[src/sv/urlpd_pkg.sv]
// ----------------------------------------------------------------------------
// urlpd_pkg
// Shared types, character constants and helper functions for the URL
// percent-escape decoder.
// ----------------------------------------------------------------------------
package urlpd_pkg;

    localparam logic [7:0] PCT_CHAR   = 8'h25;
    localparam logic [7:0] SEMI_CHAR  = 8'h3B;
    localparam logic [7:0] COMMA_CHAR = 8'h2C;
    localparam logic [7:0] QUEST_CHAR = 8'h3F;
    localparam logic [7:0] COLON_CHAR = 8'h3A;
    localparam logic [7:0] AT_CHAR    = 8'h40;
    localparam logic [7:0] AMP_CHAR   = 8'h26;
    localparam logic [7:0] EQ_CHAR    = 8'h3D;
    localparam logic [7:0] PLUS_CHAR  = 8'h2B;
    localparam logic [7:0] DOLL_CHAR  = 8'h24;
    localparam logic [7:0] HASH_CHAR  = 8'h23;

    localparam int unsigned GRP_BYTES = 3;
    localparam int unsigned CNT_W     = 2;

    localparam logic [2:0] REG_IDX_DECODE_RESERVED = 3'd0;
    localparam logic       DECODE_RESERVED_RESET   = 1'b1;

    typedef enum logic [1:0] {
        PH_IDLE = 2'd0,
        PH_PCT  = 2'd1,
        PH_HIGH = 2'd2
    } t_phase;

    typedef struct packed {
        logic [GRP_BYTES-1:0][7:0] bytes;
        logic [CNT_W-1:0]          cnt;
        logic                      last;
    } t_group;

    // Returns {is_hex, value}.
    function automatic logic [4:0] hex_digit(input logic [7:0] ch);
        logic [4:0] res;
        res = 5'd0;
        if (ch >= 8'h30 && ch <= 8'h39) begin
            res = {1'b1, 4'(ch - 8'h30)};
        end else if (ch >= 8'h41 && ch <= 8'h46) begin
            res = {1'b1, 4'(ch - 8'h37)};
        end else if (ch >= 8'h61 && ch <= 8'h66) begin
            res = {1'b1, 4'(ch - 8'h57)};
        end
        return res;
    endfunction

    function automatic logic is_reserved(input logic [7:0] ch);
        return (ch == SEMI_CHAR)  || (ch == COMMA_CHAR) || (ch == QUEST_CHAR) ||
               (ch == COLON_CHAR) || (ch == AT_CHAR)    || (ch == AMP_CHAR)   ||
               (ch == EQ_CHAR)    || (ch == PLUS_CHAR)  || (ch == DOLL_CHAR)  ||
               (ch == HASH_CHAR);
    endfunction

endpackage

[src/sv/urlpd_core.sv]
// ----------------------------------------------------------------------------
// urlpd_core
// Input register, escape state and decode logic. Each request turns into a
// group of zero to three output bytes handed to the emitter.
// ----------------------------------------------------------------------------
module urlpd_core (
    input  logic                  i_clk,
    input  logic                  i_rst_n,
    input  logic                  i_in_valid,
    output logic                  o_in_ready,
    input  logic [7:0]            i_in_byte,
    input  logic                  i_in_last,
    input  logic                  i_decode_reserved,
    input  logic                  i_grp_ready,
    output logic                  o_grp_valid,
    output urlpd_pkg::t_group     o_grp
);

    logic              r_in_vld;
    logic [7:0]        r_in_byte;
    logic              r_in_last;
    urlpd_pkg::t_phase r_phase;
    urlpd_pkg::t_phase n_phase;
    logic [7:0]        r_held;
    logic [7:0]        n_held;
    logic              adv;
    logic [4:0]        hi_hex;
    logic [4:0]        lo_hex;
    logic [7:0]        dec;
    logic              raw;
    urlpd_pkg::t_group grp;

    assign adv        = r_in_vld && i_grp_ready;
    assign o_in_ready = !r_in_vld || i_grp_ready;

    always_ff @(posedge i_clk) begin
        if (!i_rst_n) begin
            r_in_vld <= 1'b0;
        end else if (o_in_ready) begin
            r_in_vld <= i_in_valid;
        end
    end

    always_ff @(posedge i_clk) begin
        if (o_in_ready && i_in_valid) begin
            r_in_byte <= i_in_byte;
            r_in_last <= i_in_last;
        end
    end

    always_ff @(posedge i_clk) begin
        if (!i_rst_n) begin
            r_phase <= urlpd_pkg::PH_IDLE;
            r_held  <= 8'h00;
        end else if (adv) begin
            r_phase <= n_phase;
            r_held  <= n_held;
        end
    end

    assign hi_hex = urlpd_pkg::hex_digit(r_held);
    assign lo_hex = urlpd_pkg::hex_digit(r_in_byte);
    assign dec    = {hi_hex[3:0], lo_hex[3:0]};
    assign raw    = !(hi_hex[4] && lo_hex[4]) ||
                    (!i_decode_reserved && urlpd_pkg::is_reserved(dec));

    always_comb begin
        n_phase    = urlpd_pkg::PH_IDLE;
        n_held     = r_held;
        grp.bytes  = '0;
        grp.cnt    = 2'd0;
        grp.last   = r_in_last;
        unique case (r_phase)
            urlpd_pkg::PH_PCT: begin
                if (r_in_last) begin
                    grp.bytes[0] = urlpd_pkg::PCT_CHAR;
                    grp.bytes[1] = r_in_byte;
                    grp.cnt      = 2'd2;
                end else begin
                    n_held  = r_in_byte;
                    n_phase = urlpd_pkg::PH_HIGH;
                end
            end
            urlpd_pkg::PH_HIGH: begin
                if (raw) begin
                    grp.bytes[0] = urlpd_pkg::PCT_CHAR;
                    grp.bytes[1] = r_held;
                    grp.bytes[2] = r_in_byte;
                    grp.cnt      = 2'd3;
                end else begin
                    grp.bytes[0] = dec;
                    grp.cnt      = 2'd1;
                end
            end
            default: begin
                if (r_in_byte == urlpd_pkg::PCT_CHAR && !r_in_last) begin
                    n_phase = urlpd_pkg::PH_PCT;
                end else begin
                    grp.bytes[0] = r_in_byte;
                    grp.cnt      = 2'd1;
                end
            end
        endcase
    end

    assign o_grp       = grp;
    assign o_grp_valid = adv && (grp.cnt != 2'd0);

endmodule

[src/sv/urlpd_emit.sv]
// ----------------------------------------------------------------------------
// urlpd_emit
// Result register: holds one decoded group and shifts it out one byte per
// output request.
// ----------------------------------------------------------------------------
module urlpd_emit (
    input  logic              i_clk,
    input  logic              i_rst_n,
    input  logic              i_grp_valid,
    input  urlpd_pkg::t_group i_grp,
    output logic              o_grp_ready,
    output logic              o_out_valid,
    input  logic              i_out_ready,
    output logic [7:0]        o_out_byte,
    output logic              o_out_last
);

    logic [urlpd_pkg::GRP_BYTES-1:0][7:0] r_bytes;
    logic [urlpd_pkg::CNT_W-1:0]          r_cnt;
    logic                                 r_last;
    logic                                 take;
    logic                                 load;

    assign take        = (r_cnt != 2'd0) && i_out_ready;
    assign o_grp_ready = (r_cnt == 2'd0) || ((r_cnt == 2'd1) && i_out_ready);
    assign load        = i_grp_valid && o_grp_ready;

    always_ff @(posedge i_clk) begin
        if (!i_rst_n) begin
            r_cnt <= 2'd0;
        end else if (load) begin
            r_cnt <= i_grp.cnt;
        end else if (take) begin
            r_cnt <= r_cnt - 2'd1;
        end
    end

    always_ff @(posedge i_clk) begin
        if (load) begin
            r_bytes <= i_grp.bytes;
            r_last  <= i_grp.last;
        end else if (take) begin
            r_bytes <= {8'h00, r_bytes[2:1]};
        end
    end

    assign o_out_valid = (r_cnt != 2'd0);
    assign o_out_byte  = r_bytes[0];
    assign o_out_last  = r_last && (r_cnt == 2'd1);

endmodule

[src/sv/url_percent_decoder_top.sv]
// ----------------------------------------------------------------------------
// url_percent_decoder_top
// Streaming percent-escape decoder with an APB register for reserved
// character handling.
//
//   channel   direction  handshake                 payload
//   input     in         i_in_valid / o_in_ready   i_in_byte, i_in_last
//   output    out        o_out_valid / i_out_ready o_out_byte, o_out_last
//   config    in         psel/penable/pwrite/pready paddr, pwdata, prdata
//
// One input byte per cycle while the result register can take each group; the
// first result byte of a request is offered once it has passed the input and
// result registers. A group of two or three bytes (raw or truncated escape)
// holds the result register until shifted out; the input side stalls meanwhile.
// Synchronous active-low reset clears the escape state and both handshakes.
// Input and output stalls propagate through one input and one result register.
// ----------------------------------------------------------------------------
module url_percent_decoder_top (
    input  logic        i_clk,
    input  logic        i_rst_n,
    input  logic        i_in_valid,
    output logic        o_in_ready,
    input  logic [7:0]  i_in_byte,
    input  logic        i_in_last,
    output logic        o_out_valid,
    input  logic        i_out_ready,
    output logic [7:0]  o_out_byte,
    output logic        o_out_last,
    input  logic        psel,
    input  logic        penable,
    input  logic        pwrite,
    input  logic [2:0]  paddr,
    input  logic [31:0] pwdata,
    output logic [31:0] prdata,
    output logic        pready
);

    logic              r_decode_reserved;
    logic              cfg_sel;
    logic              grp_ready;
    logic              grp_valid;
    urlpd_pkg::t_group grp;

    assign pready  = 1'b1;
    assign cfg_sel = ({paddr[2], 2'b00} == urlpd_pkg::REG_IDX_DECODE_RESERVED);

    always_ff @(posedge i_clk) begin
        if (!i_rst_n) begin
            r_decode_reserved <= urlpd_pkg::DECODE_RESERVED_RESET;
        end else if (psel && penable && pwrite && pready && cfg_sel) begin
            r_decode_reserved <= pwdata[0];
        end
    end

    assign prdata = cfg_sel ? {31'd0, r_decode_reserved} : 32'd0;

    urlpd_core u_core (
        .i_clk             (i_clk),
        .i_rst_n           (i_rst_n),
        .i_in_valid        (i_in_valid),
        .o_in_ready        (o_in_ready),
        .i_in_byte         (i_in_byte),
        .i_in_last         (i_in_last),
        .i_decode_reserved (r_decode_reserved),
        .i_grp_ready       (grp_ready),
        .o_grp_valid       (grp_valid),
        .o_grp             (grp)
    );

    urlpd_emit u_emit (
        .i_clk       (i_clk),
        .i_rst_n     (i_rst_n),
        .i_grp_valid (grp_valid),
        .i_grp       (grp),
        .o_grp_ready (grp_ready),
        .o_out_valid (o_out_valid),
        .i_out_ready (i_out_ready),
        .o_out_byte  (o_out_byte),
        .o_out_last  (o_out_last)
    );

endmodule

[config.mk]
export PLATFORM = sky130hd
export DESIGN_NAME = url_percent_decoder_top
export DESIGN_NICKNAME = d
export VERILOG_FILES = /design/src/sv/urlpd_pkg.sv /design/src/sv/urlpd_core.sv /design/src/sv/urlpd_emit.sv /design/src/sv/url_percent_decoder_top.sv
export SDC_FILE = /design/constraint.sdc
export NUM_CORES = 1
export LEC_CHECK = 0
export BUFFER_PORTS_ARGS = -buffer_cell sky130_fd_sc_hd__buf_2
export CORE_UTILIZATION = 25
export CTS_CLUSTER_SIZE = 10
export DETAILED_ROUTE_END_ITERATION = 10
export GPL_ROUTABILITY_DRIVEN = 0
export PLACE_DENSITY = 0.54
export SLEW_MARGIN = 40
export SYNTH_ARGS = -nofsm -noshare
export SYNTH_HDL_FRONTEND = slang
export SYNTH_SLANG_ARGS = --single-unit
[constraint.sdc]
create_clock -name i_clk -period 5.05 [get_ports i_clk]
set_input_delay 0.7575 -clock i_clk [delete_from_list [all_inputs] [get_ports i_clk]]
set_output_delay 0.7575 -clock i_clk [all_outputs]
set_load 0.01 [all_outputs]
# After elaboration in Yosys (flattened, before gate mapping)
# Index checks and enable logic that the tools add are counted.
# classes
addsub,7
mul,0
div_mod_pow,0
magnitude_cmp,12
eq_ne,14
shift,0
muxes,21
bitwise_logic,2
n_reduce_logical,40
# ops
operator,count
$eq A8 B6 Y1 const B,10
$mux W24,2
$ge A8 B7 Y1 const B,4
$le A8 B7 Y1 const B,4
$mux W5,6
$mux W10,2
$pmux W10 S2,1
$logic_and A1 B1 Y1,19
$mux W18,1
$ge A8 B6 Y1 const B,2
$le A8 B6 Y1 const B,2
$mux W16,1
$pmux W8 S2,1
$sub A4 B3 Y4 const B,4
$logic_or A1 B1 Y1,12
$eq A8 B7 Y1 const B,1
$mux W8,1
$sub A4 B1 Y4 const B,2
$mux W2,3
$reduce_bool A2 Y1,3
$eq A2 B1 Y1 const B,2
$logic_not A1 Y1,4
$pmux W2 S2,1
$reduce_and A3 Y1,1
other kinds (5),7
# word_totals
ff_bits,48
latch_bits,0
mem_bits_rw,0
romBits,0
in_bits,51
elab_cells,107
n_memories,0

# Longest topological paths before layout
# Gate-level depths: netlist (run 1).
# logic_depth
depth_word,23
depth_mapped,12
mapped_depth_nobuf,10

# Modules after synthesis
# Synthesis (run 1) repeated with hierarchy kept, for this count alone.
# hier_totals
cells_unflattened,338
area_unflattened_um2,3393.3
# modules_own_cells
module,n_inst,cells_per_inst,area_per_inst_um2,seq_area_each_um2
urlpd_core,1,217,1778.0,490.5
urlpd_emit,1,81,1295.0,790.8
url_percent_decoder_top,1,40,320.3,20.0

# Worst setup path after synthesis (run 1)
# Ideal clock, no wire load.
# synth_path
kind,reg2reg
startpoint,register u_core.r_in_byte[0]
endpoint,register u_emit.r_bytes (netlist bit u_emit.o_out_byte[4]) (data pin)
arrival_ps,2491
setup_slack_ps,2295
path_stages_with_launch,13
path_buffers,2
period_less_slack_ps,2755
path_cell_list,edfxtp_1 clkbuf_8 inv_1 ha_1 o21bai_1 a21oi_4 a31oi_1 nor2_1 a221oi_2 o21ai_2 o21ai_4 buf_6 o31ai_1
# synth_via
elab_chain_cells,23
word_cells_on_any_way,47
classes_between,add/sub (3); order compare (6); eq/ne (11); mux (7); reduce/logical (20)
# synth_rtl
item,line,rtl
"start, declared",urlpd_core.sv:20,logic [7:0] r_in_byte;
"start signal, assigned",urlpd_core.sv:46,r_in_byte <= i_in_byte;
$ge A8 B7 Y1 or $le A8 B7 Y1 (tied branches),urlpd_pkg.sv:46,end else if (ch >= 8'h61 && ch <= 8'h66) begin
$logic_and A1 B1 Y1,urlpd_pkg.sv:46,
$mux W5,urlpd_pkg.sv:46,
$mux W5,urlpd_pkg.sv:44,end else if (ch >= 8'h41 && ch <= 8'h46) begin
$mux W5,urlpd_pkg.sv:42,if (ch >= 8'h30 && ch <= 8'h39) begin
$eq A8 B6 Y1,urlpd_pkg.sv:53,return (ch == SEMI_CHAR) || (ch == COMMA_CHAR) || (ch == QUEST_CHAR) ||
$logic_or A1 B1 Y1 (3 in a row),urlpd_pkg.sv:53,
$logic_or A1 B1 Y1 (3 in a row),urlpd_pkg.sv:54,(ch == COLON_CHAR) || (ch == AT_CHAR) || (ch == AMP_CHAR) ||
$logic_or A1 B1 Y1 (3 in a row),urlpd_pkg.sv:55,(ch == EQ_CHAR) || (ch == PLUS_CHAR) || (ch == DOLL_CHAR) ||
$logic_and A1 B1 Y1,urlpd_core.sv:65,(!i_decode_reserved && urlpd_pkg::is_reserved(dec));
$logic_or A1 B1 Y1,urlpd_core.sv:64,assign raw = !(hi_hex[4] && lo_hex[4]) ||
$mux W10,urlpd_core.sv:85,if (raw) begin
$pmux W10 S2 (*),urlpd_core.sv:73,unique case (r_phase)
$reduce_bool A2 Y1,urlpd_core.sv:107,assign o_grp_valid = adv && (grp.cnt != 2'd0);
$logic_and A1 B1 Y1,urlpd_core.sv:107,
$logic_and A1 B1 Y1,urlpd_emit.sv:26,assign load = i_grp_valid && o_grp_ready;
$mux W24 (*),urlpd_emit.sv:39,if (load) begin
"end signal, assigned",urlpd_emit.sv:40,r_bytes <= i_grp.bytes;
"end signal, assigned",urlpd_emit.sv:43,"r_bytes <= {8'h00, r_bytes[2:1]};"
"end, declared",urlpd_emit.sv:18,logic [urlpd_pkg::GRP_BYTES-1:0][7:0] r_bytes;
# Mark *: on every way between the ends. The rest lies on a longest branch, timed or not.
# A chain may end at the register's enable or synchronous reset.

# Worst setup path in the final report (run 1)
# layout_path
startpoint,register u_core.r_in_byte[0]
endpoint,register u_emit.r_bytes (netlist bit u_emit.o_out_byte[7]) (data pin)
# Same word-level chain as after synthesis.

==> results of run 1 <==
[layout make-up]
class / instances / area share
sequential: 48 / 0.3801
tap: 168 / 0.06140
clock inverter: 3 / 0.01243
inverter: 13 / 0.01425
multi-input combinational: 233 / 0.4507
clock buffer: 5 / 0.03655
timing repair buffer: 30 / 0.04459
[logic make-up (layout without fill, tap and decap cells)]
| group | after synthesis | after routing | share of synthesized area |
|---|---|---|---|
| xor+xnor | 2 | 2 | 0.005535 |
| buf+inv | 68 | 51 | 0.1411 |
| flops | 48 | 48 | 0.4111 |
| other cells | 2 | 32 | 0.002372 |
| simple gates | 102 | 102 | 0.1905 |
| fa+ha+maj | 11 | 11 | 0.04348 |
| mux | 12 | 12 | 0.03913 |
| compound gates | 74 | 74 | 0.1668 |
[layout by cell type, fill, tap and decap left out, drive strengths merged, types with 9 or more instances in the layout]
master   n
edfxtp  34
conb    32
buf     30
a21oi   28
nor2    26
nand2   18
dfxtp   14
inv     13
o21ai   12
ha      11
nor2b   11
mux2i    9
and3     9
[flip-flops by register name, indices dropped and copies added (netlist names)]
name and count:
r_decode_reserved 1, u_core.r_held 8, u_core.r_in_byte 8, u_core.r_in_last 1, u_core.r_in_vld 1, u_core.r_phase 2, u_emit.o_out_byte 8, u_emit.r_bytes 16
u_emit.r_cnt 2, u_emit.r_last 1
[path summary, 6_finish.rpt]
check | depth (start not counted) | start | to
max | 10 | u_core.r_in_byte[0] | u_emit.o_out_byte[7]
min | 2 | u_core.r_phase[0] | u_core.r_phase[0]
max reg2reg | 10 | u_core.r_in_byte[0] | u_emit.o_out_byte[7]
min reg2reg | 2 | u_core.r_phase[0] | u_core.r_phase[0]
[power groups by stage]
stage | sequential, mW | combinational (mW) | clock [mW]
5_1_grt | 0.523 | 0.228 | 0.402
3_5_place_dp | 0.526 | 0.202 | 0
2_1_floorplan | 0.512 | 0.192 | 0
3_3_place_gp | 0.526 | 0.200 | 0
4_1_cts | 0.518 | 0.203 | 0.386
6_report | 0.517 | 0.201 | 0.381
[per-stage QoR]
step / hold WS, ns / power [mW]
floorplan: 0.4574 / 0.7033
global placement: 0.4752 / 0.7260
detailed placement: 0.4942 / 0.7287
CTS: 0.5036 / 1.106
global route: 0.5359 / 1.153
finish: 0.4942 / 1.100
[routing by layer]
metal  GRT usage  vias up
met5           0        -
met4     0.03203        0
met3     0.02276       11
met2      0.1620       81
met1      0.1531     1076
li1            -     1115
[worst max-delay path, cell delays in order (launching register included)]
cell	delay (ns)
edfxtp_1	0.60
inv_1	0.17
ha_1	0.27
o21bai_1	0.24
a21oi_4	0.13
a31oi_1	0.52
nor2_1	0.14
a221oi_2	0.36
o21ai_2	0.13
o21ai_4	0.45
o31ai_1	0.18
==> impl_results.md, run 1 <==
* Sequential fraction of the synthesis area at 0.4111
* Highest Clock Rate at 288.9 MHz
* Gate power share at 0.183
* Pins Over Slew Limit at 0
* Number of buffers added on ports at 29
* Wl on met1 at 3185 µm
* Crit path required time at 5.07 ns
* Status: finished clean
* Hold Vio Cnt, Final at 0
* Grt total ovfl at 0
* Vias at 2283
* Overall Global Routing Usage at 0.1074
* # resized after CTS at 0
* Post-Layout Cell Count at 500
* Rows at 40
* Initial DRC Count at 177
* Met3 routed WL at 384 µm
* CTS tree: built
* Synth Cell Area at 3166 µm²
* EDFF count, synth at 34
* CTS Root Cell: clkbuf_16
* CTS Hold Bufs at 0
* Setup violators final at 0
* Clk buf depth at 2
* Area post-placement at 3248 µm²
* Most common cell in the synthesized netlist: buf_4
* Setup CP Type: reg -> reg
* Layout cell share with drive strength beyond 1 at 0.1657
* Min Tclk post-route at 3.461 ns
* Largest net degree at the start of global routing at 33
* Worst slew pin tran at 0.6191 ns
* Vias in the first global route at 2056
* Internal power at 798.2 µW
* Chip width at 114.5 µm
* Area Growth Syn to Fin at 8.142%
* Estimated wirelength of the detail-placed design at 4950 µm
* Switch Pwr at 301.4 µW
* Residual DRC at 0
* Max IR drop VDD at 155.0 µV
* Clock sinks at 48
* Max-Cap Viols at 0
* WL/cell at 13.45 µm
* Register area at 1301 µm²
* Share of flip-flops with an asynchronous set or reset at 0
* Initial antenna violation count at 0
* Fin util at 0.2815
* Die area at 13120 µm²
* Setup Fix Bufs, Post-CTS at 0
* Post-Syn Instances at 319
* Prevailing post-synth register cell: edfxtp_1
* Clk_lat worst skew at 0.29 ns
* Flops & latches, synth at 48
* Cts bufs inserted at 5
* Die Y at 114.5 µm
* Crit path DAT at 3.48 ns
* Top cells by count, synth: buf_4, edfxtp_1, a21oi_1
* Worst Path Max Fanout at 19
* Layout Nets at 393
* CTS H-tree depth at 2
* DR top layer: met4
* Area of the multi-input gates at 1543 µm²
* Worst setup margin at 1.589 ns
* Pwr Density at 321.2 nW/µm²
* Switch share at 0.2741
* Synth warnings at 0
* Routed wl met2 at 3045 µm
* Library cells used by synthesis at 61
* Clock share of power at 0.347
* Placed Cells at 492
* Ant diodes at 0
* Setup TNS Final at 0 ns
* Top-level I/O count at 95
* Routed Antenna Nets at 0
* Initial core utilization at 0.2603
* Via/cell ratio at 4.566
* Fin crit share at 0.6853
* First-pass GRT wire length at 10860 µm
* RSZ-0062 raised after global routing: no
* Drt pass-1 iters at 4
* Rel. slew slack at 0.5853
* Reg2Reg Setup Slack at 1.59 ns
* Final instance area at 3423 µm²
* Largest cells by area after synthesis: edfxtp_1, buf_4, dfxtp_1, ha_1, a21oi_1
* Setup Skew at 0.007953 ns
* Hold Path Class: reg -> reg
* Critical path capture point type: flip-flop
* Pleak at 1.371 nW
* DRT Wirelength at 6726 µm
* Area leader, netlist: edfxtp_1
* Fillers at 1260
* Clock-pin slew on the worst setup and hold paths at 0.07 ns
* Mean post-synth cell area at 9.923 µm²
* Yosys top cell area share at 0.3225
* Worst slack, placed at 1.642 ns
* Startpoint types: flip-flop
* Core Area at 12160 µm²
* Seq pwr share at 0.470
(Power assumes the default switching activity.)
==> inputs of run 2 (changes only) <==
--- a/config.mk
+++ b/config.mk
@@ -10,7 +10,7 @@
 export CTS_CLUSTER_SIZE = 10
 export DETAILED_ROUTE_END_ITERATION = 10
 export GPL_ROUTABILITY_DRIVEN = 0
-export PLACE_DENSITY = 0.54
+export PLACE_DENSITY = 0.55
 export SLEW_MARGIN = 40
 export SYNTH_ARGS = -nofsm -noshare
 export SYNTH_HDL_FRONTEND = slang
==> constraint.sdc (replaced) <==
create_clock -name i_clk -period 2.8 [get_ports i_clk]
set_input_delay 0.42 -clock i_clk [delete_from_list [all_inputs] [get_ports i_clk]]
set_output_delay 0.42 -clock i_clk [all_outputs]
set_load 0.01 [all_outputs]
==> run 2 against run 1 <==
Sequential cell count is the same. Die area did not move. Clock skew up 0.0011 ns. Worst setup slack got worse by 1.5 ns. Utilization increased by 1.7 points. Maximum frequency grew 30%. Global-route usage about the same.
==> impl_results.md, run 2 (synthesized netlist as in run 1, its figures left out) <==
* Initial antenna violation count at 0 (unchanged)
* Setup violators final at 0 (unchanged)
* Cts bufs inserted at 5 (unchanged)
* CTS Root Cell: clkbuf_16
* Residual DRC at 0 (unchanged)
* First-pass GRT wire length at 11050 µm (+1.7%)
* Layout Nets at 414 (+5.3%)
* Total Power at 1.999 mW (+82%)
* Worst Path Max Fanout at 5 (-14)
* Status: finished clean
* Area Growth Syn to Fin at 14.74%
* Layout cell share with drive strength beyond 1 at 0.2295 (+0.06380)
* DRT Wirelength at 6924 µm (+2.9%)
* Startpoint types: flip-flop
* Clock-pin slew on the worst setup and hold paths at 0.07 ns (about the same)
* CTS H-tree depth at 2 (unchanged)
* Chip width at 114.5 µm (unchanged)
* Commonest cells after routing, fill and taps aside: edfxtp_1, conb_1, buf_2, a21oi_1, nor2_1
* Rel. slew slack at 0.5798 (-0.005475)
* Via/cell ratio at 4.528 (-0.84%)
* Rows at 40 (unchanged)
* Largest net degree at the start of global routing at 33 (unchanged)
* Worst setup margin at 0.1356 ns (-1.453 ns)
* Crit path required time at 2.85 ns (-2.22 ns)
* Core Area at 12160 µm² (unchanged)
* Most flop-heavy register: u_emit.r_bytes
* Vias at 2359 (+3.3%)
* Setup Skew at 0.009026 ns (+0.001072 ns)
* Min Tclk post-route at 2.664 ns (-0.7966 ns)
* Max IR drop VDD at 232.3 µV (+50%)
* WL/cell at 13.29 µm (-1.2%)
* Routed Antenna Nets at 0 (unchanged)
* Drt pass-1 iters at 4 (unchanged)
* Top-level I/O count at 95 (unchanged)
* Clock sinks at 48 (unchanged)
* Fin crit share at 0.9516 (+0.2662)
* Setup CP Type: reg -> reg
* Setup Fix Bufs, Post-CTS at 0 (unchanged)
* Crit path DAT at 2.71 ns (-0.77 ns)
* Pleak at 1.471 nW (+7.2%)
* Reg2Reg Setup Slack at 0.14 ns (-1.45 ns)
* Worst slack, placed at -0.001644 ns (-1.643 ns)
* Die Y at 114.5 µm (unchanged)
* Number of buffers added on ports at 29 (unchanged)
* Highest Clock Rate at 375.3 MHz (+30%)
* Die area at 13120 µm² (unchanged)
* Commonest non-fill, non-tap cell in the layout: edfxtp_1
* Hold Vio Cnt, Final at 0 (unchanged)
* Setup TNS Final at 0 ns (unchanged)
* Clk buf depth at 2 (unchanged)
* Grt total ovfl at 0 (unchanged)
* Pins Over Slew Limit at 0 (unchanged)
* Vias in the first global route at 2146 (+4.4%)
* Estimated wirelength of the detail-placed design at 5136 µm (+3.7%)
* Initial DRC Count at 163 (-7.9%)
* Hold Path Class: in -> reg
* Pwr Density at 550.4 nW/µm² (+71%)
* CTS tree: built
* Critical path capture point type: flip-flop
* Max reg flops at 16 (unchanged)
* Ant diodes at 0 (unchanged)
* Overall Global Routing Usage at 0.1076 (+0.0001535)
* Clk_lat worst skew at 0.29 ns (about the same)
* Initial core utilization at 0.2603 (unchanged)
* Max-Cap Viols at 0 (unchanged)
* Worst slew pin tran at 0.6289 ns (+0.009808 ns)
-- run 2: what timing repair did --
action | 4_1_cts | 5_1_grt
hold buffers | 0 | 0
gates cloned | 1 | 1
setup endpoints to repair | 3 | 23
resized for setup | 2 | 9
pin swaps | 1 | 1
endpoints found under the hold margin | 0 | 0
-- run 2: routing by layer --
metal  share of wire  vias to the layer above  global-route usage
li1                -                     1158                   -
met1            0.47                     1113              0.1479
met2            0.47                       81              0.1705
met3           0.047                        7             0.02118
met4           0.010                        0             0.03117
met5               0                        -                   0
-- run 2: area by class of cell --
type                            instances  area (µm²)
Fill cell                            1281        8529
Sequential cell                        48        1301
Inverter                               13       48.80
Timing Repair Buffer                   49       307.8
Tap cell                              168       210.2
Multi-Input combinational cell        235        1600
Clock inverter                          2       35.03
Clock buffer                            6       128.9
-- run 2: critical path, stage by stage, from the launching register on --
cell and delay (ns):
edfxtp_1 0.42, inv_1 0.10, ha_1 0.21, nor2_1 0.08, or4b_1 0.49, and3_4 0.21, o211ai_1 0.23, a21oi_1 0.11
o21ai_4 0.14, o21ai_2 0.16, a41o_1 0.28
-- run 2: worst paths after layout --
path         cells after the start                   to                start
min                              1  u_core.r_in_byte[1]         i_in_byte[1]
max                             10    u_emit.r_bytes[8]  u_core.r_in_byte[0]
max reg2reg                     10    u_emit.r_bytes[8]  u_core.r_in_byte[0]
min reg2reg                      2    u_core.r_phase[0]    u_core.r_phase[0]
-- run 2: per-stage QoR --
step           hold WS [ns]    util  cell area (µm²)  std cells
6_report             0.3065  0.2987             3632        521
4_1_cts              0.3001  0.2942             3578        520
5_1_grt              0.2987  0.2987             3632        521
2_1_floorplan        0.4574       -             3278        349
3_3_place_gp         0.4733  0.2794             3398        511
3_5_place_dp         0.4891  0.2794             3398        511
-- run 2: power by group --
| part | switching [mW] | leakage (nW) | internal (mW) |
|---|---|---|---|
| Clock | 0.254 | 0.0808 | 0.420 |
| Sequential | 0.0348 | 0.442 | 0.879 |
| Combinational | 0.244 | 0.948 | 0.167 |
| Total | 0.533 | 1.47 | 1.47 |
==> inputs of run 3 (changes only) <==
--- a/config.mk
+++ b/config.mk
@@ -6,11 +6,11 @@
 export NUM_CORES = 1
 export LEC_CHECK = 0
 export BUFFER_PORTS_ARGS = -buffer_cell sky130_fd_sc_hd__buf_2
-export CORE_UTILIZATION = 25
+export CORE_UTILIZATION = 40
 export CTS_CLUSTER_SIZE = 10
 export DETAILED_ROUTE_END_ITERATION = 10
 export GPL_ROUTABILITY_DRIVEN = 0
-export PLACE_DENSITY = 0.55
+export PLACE_DENSITY = 0.76
 export SLEW_MARGIN = 40
 export SYNTH_ARGS = -nofsm -noshare
 export SYNTH_HDL_FRONTEND = slang
==> run 3 against run 2 <==
Cell count decreased by 14%. Sequential power about the same. Die area is 37% lower. Count of clock-buffer cells in the layout is 1 lower. Global-route usage rose by 4.5 points. Worst hold slack worse by 0.024 ns. Maximum frequency rose by 0.22%.
==> impl_results.md, run 3 (synthesized netlist as in run 1, its figures left out) <==
* Met2 Use GR at 0.2494 (+0.07886)
* Top delay family on crit path: simple AND/OR/NAND/NOR gates
* Overall Global Routing Usage at 0.1528 (+0.04522)
* Fin crit share at 0.9495 (-0.002060)
* Pleak at 1.435 nW (-2.4%)
* Hold_sp: i_in_byte[0]
* Highest Clock Rate at 376.1 MHz (+0.22%)
* Placed Cells at 441 (-14%)
* Setup violators final at 0 (unchanged)
* Initial DRC Count at 146 (-10%)
* Max-Cap Viols at 0 (unchanged)
* Clock-pin slew on the worst setup and hold paths at 0.09 ns (+0.02 ns)
* Max reg flops at 16 (unchanged)
* Met1 capacity usage during global routing at 0.2003 (+0.05241)
* Reg2Reg Setup Slack at 0.14 ns (about the same)
* Worst slew pin tran at 0.5993 ns (-0.02965 ns)
* Clk_lat worst skew at 0.30 ns (about the same)
* Rows at 32 (-20%)
* Critical path capture point type: flip-flop
* R2R Path End: u_emit.r_bytes[8]
* Status: finished clean
* Largest stage delay, worst path at 0.50 ns (about the same)
* Layout Nets at 409 (-1.2%)
* Clock sinks at 48 (unchanged)
* Initial antenna violation count at 0 (unchanged)
* Vias in the first global route at 2101 (-2.1%)
* CTS H-tree depth at 2 (unchanged)
* Number of buffers added on ports at 29 (unchanged)
* Slowest cell on crit path: or4b_1
* Cts bufs inserted at 5 (unchanged)
* Min Tclk post-route at 2.659 ns (-0.005767 ns)
* Rel. slew slack at 0.5997 (+0.01981)
* Hold Vio Cnt, Final at 0 (unchanged)
* Commonest cells after routing, fill and taps aside: edfxtp_1, conb_1, buf_2, a21oi_1, nor2_1
* Grt total ovfl at 0 (unchanged)
* Register area at 1301 µm² (unchanged)
* WL/cell at 13.87 µm (+4.4%)
* Vias at 2368 (+0.38%)
* Routed Antenna Nets at 0 (unchanged)
* Pwr Density at 525.3 nW/µm² (-4.6%)
* Worst Path Max Fanout at 19 (+14)
* Largest net degree at the start of global routing at 33 (unchanged)
* Die Y at 90.96 µm (-21%)
* Setup TNS Final at 0 ns (unchanged)
* Crit path DAT at 2.72 ns (about the same)
* GRT Max-Usage Layer: met2
* Top-level I/O count at 95 (unchanged)
* Chip width at 90.96 µm (-21%)
* Crit-path cells: inv_1 > ha_1 > nor2_1 > or4b_1 > and3_4 > o211ai_1 > a21oi_1 > o21ai_2 > o21ai_4 > buf_12 > a41o_1
* Commonest non-fill, non-tap cell in the layout: edfxtp_1
* CTS Root Cell: clkbuf_8
* Hold path endpoint: u_core.r_in_byte[0]
* Setup CP Type: reg -> reg
* Met3 usage at 0.03015 (+0.008976)
* Core Area at 7687 µm² (-37%)
* Crit path required time at 2.86 ns (about the same)
* Drt pass-1 iters at 5 (+1)
* First-pass GRT wire length at 10120 µm (-8.4%)
* Pins Over Slew Limit at 0 (unchanged)
* RSZ-0062 raised after global routing: no
* Crit path buffers/inverters at 2 (+1)
* Initial core utilization at 0.4118 (+0.1515)
* Fillers at 737 (-42%)
* CTS tree: built
* Area Growth Syn to Fin at 8.379%
* Startpoint types: flip-flop
* Layout cell share with drive strength beyond 1 at 0.2040 (-0.02544)
* Reg2Reg Launch Point: u_core.r_in_byte[0]
* Hold Path Class: in -> reg
* Post-Layout Cell Count at 450 (-14%)
* Via/cell ratio at 5.262 (+16%)
* Clk buf depth at 2 (unchanged)
* DRT Wirelength at 6243 µm (-9.8%)
* Estimated wirelength of the detail-placed design at 4656 µm (-9.3%)
* Residual DRC at 0 (unchanged)
* Ant diodes at 0 (unchanged)
* Hold Path Depth at 1 (unchanged)
* Die area at 8274 µm² (-37%)
* Reg2reg path depth at 11 (+1)
* Setup Skew at 0.007685 ns (-0.001340 ns)
* Most flop-heavy register: u_emit.r_bytes
* Area of the multi-input gates at 1549 µm² (-3.2%)
* Max IR drop VDD at 346.0 µV (+49%)
## run 3: routing by layer
layer | routed length (µm) | part of all wire
met2 | 2922 | 0.47
met5 | 0 | 0
met3 | 465 | 0.074
met1 | 2705 | 0.43
met4 | 148 | 0.024
## run 3: area by class of cell
class | count | area share
Clock buffer | 5 | 0.02006
Clock inverter | 3 | 0.01094
Inverter | 13 | 0.01422
Multi-Input combinational cell | 233 | 0.4515
Sequential cell | 48 | 0.3793
Tap cell | 102 | 0.03720
Timing Repair Buffer | 46 | 0.08680
## run 3: what timing repair did
action                     CTS  global route
resized for setup            0             4
setup endpoints to repair    0            21
hold buffers                 0             0
setup buffers                0             1
## run 3: power breakdown
part	internal, mW	total, mW	switching, mW
registers	0.878	0.911	0.0328
clock network	0.260	0.489	0.228
logic	0.164	0.403	0.239
total	1.30	1.80	0.500
## run 3: how the worst max path moves through the flow
| stage | start | end | slack, ns | cells after the start |
|---|---|---|---|---|
| after floorplan | u_core.r_in_byte[0] | u_emit.o_out_byte[4] | 0.04 | 12 |
| after global placement | u_core.r_in_byte[1] | u_emit.o_out_byte[7] | 0.11 | 10 |
| after detailed placement | u_core.r_in_byte[1] | u_emit.o_out_byte[7] | 0.009 | 10 |
| after CTS | u_core.r_in_byte[1] | u_emit.o_out_byte[7] | 0.01 | 10 |
| after global routing | u_core.r_in_byte[1] | u_emit.r_bytes[8] | 0.005 | 11 |
| final | u_core.r_in_byte[0] | u_emit.r_bytes[8] | 0.14 | 11 |
## run 3: through the flow
step	instance area, µm²	util	total power [mW]	setup WS, ns	hold WS [ns]
2_1_floorplan	3278	-	1.269	0.04482	0.4574
3_3_place_gp	3286	0.4274	1.317	0.1075	0.4736
3_5_place_dp	3286	0.4274	1.327	0.008875	0.4958
4_1_cts	3392	0.4412	1.807	0.01213	0.2825
5_1_grt	3431	0.4463	1.891	0.005416	0.2706
6_report	3431	0.4463	1.802	0.1414	0.2829
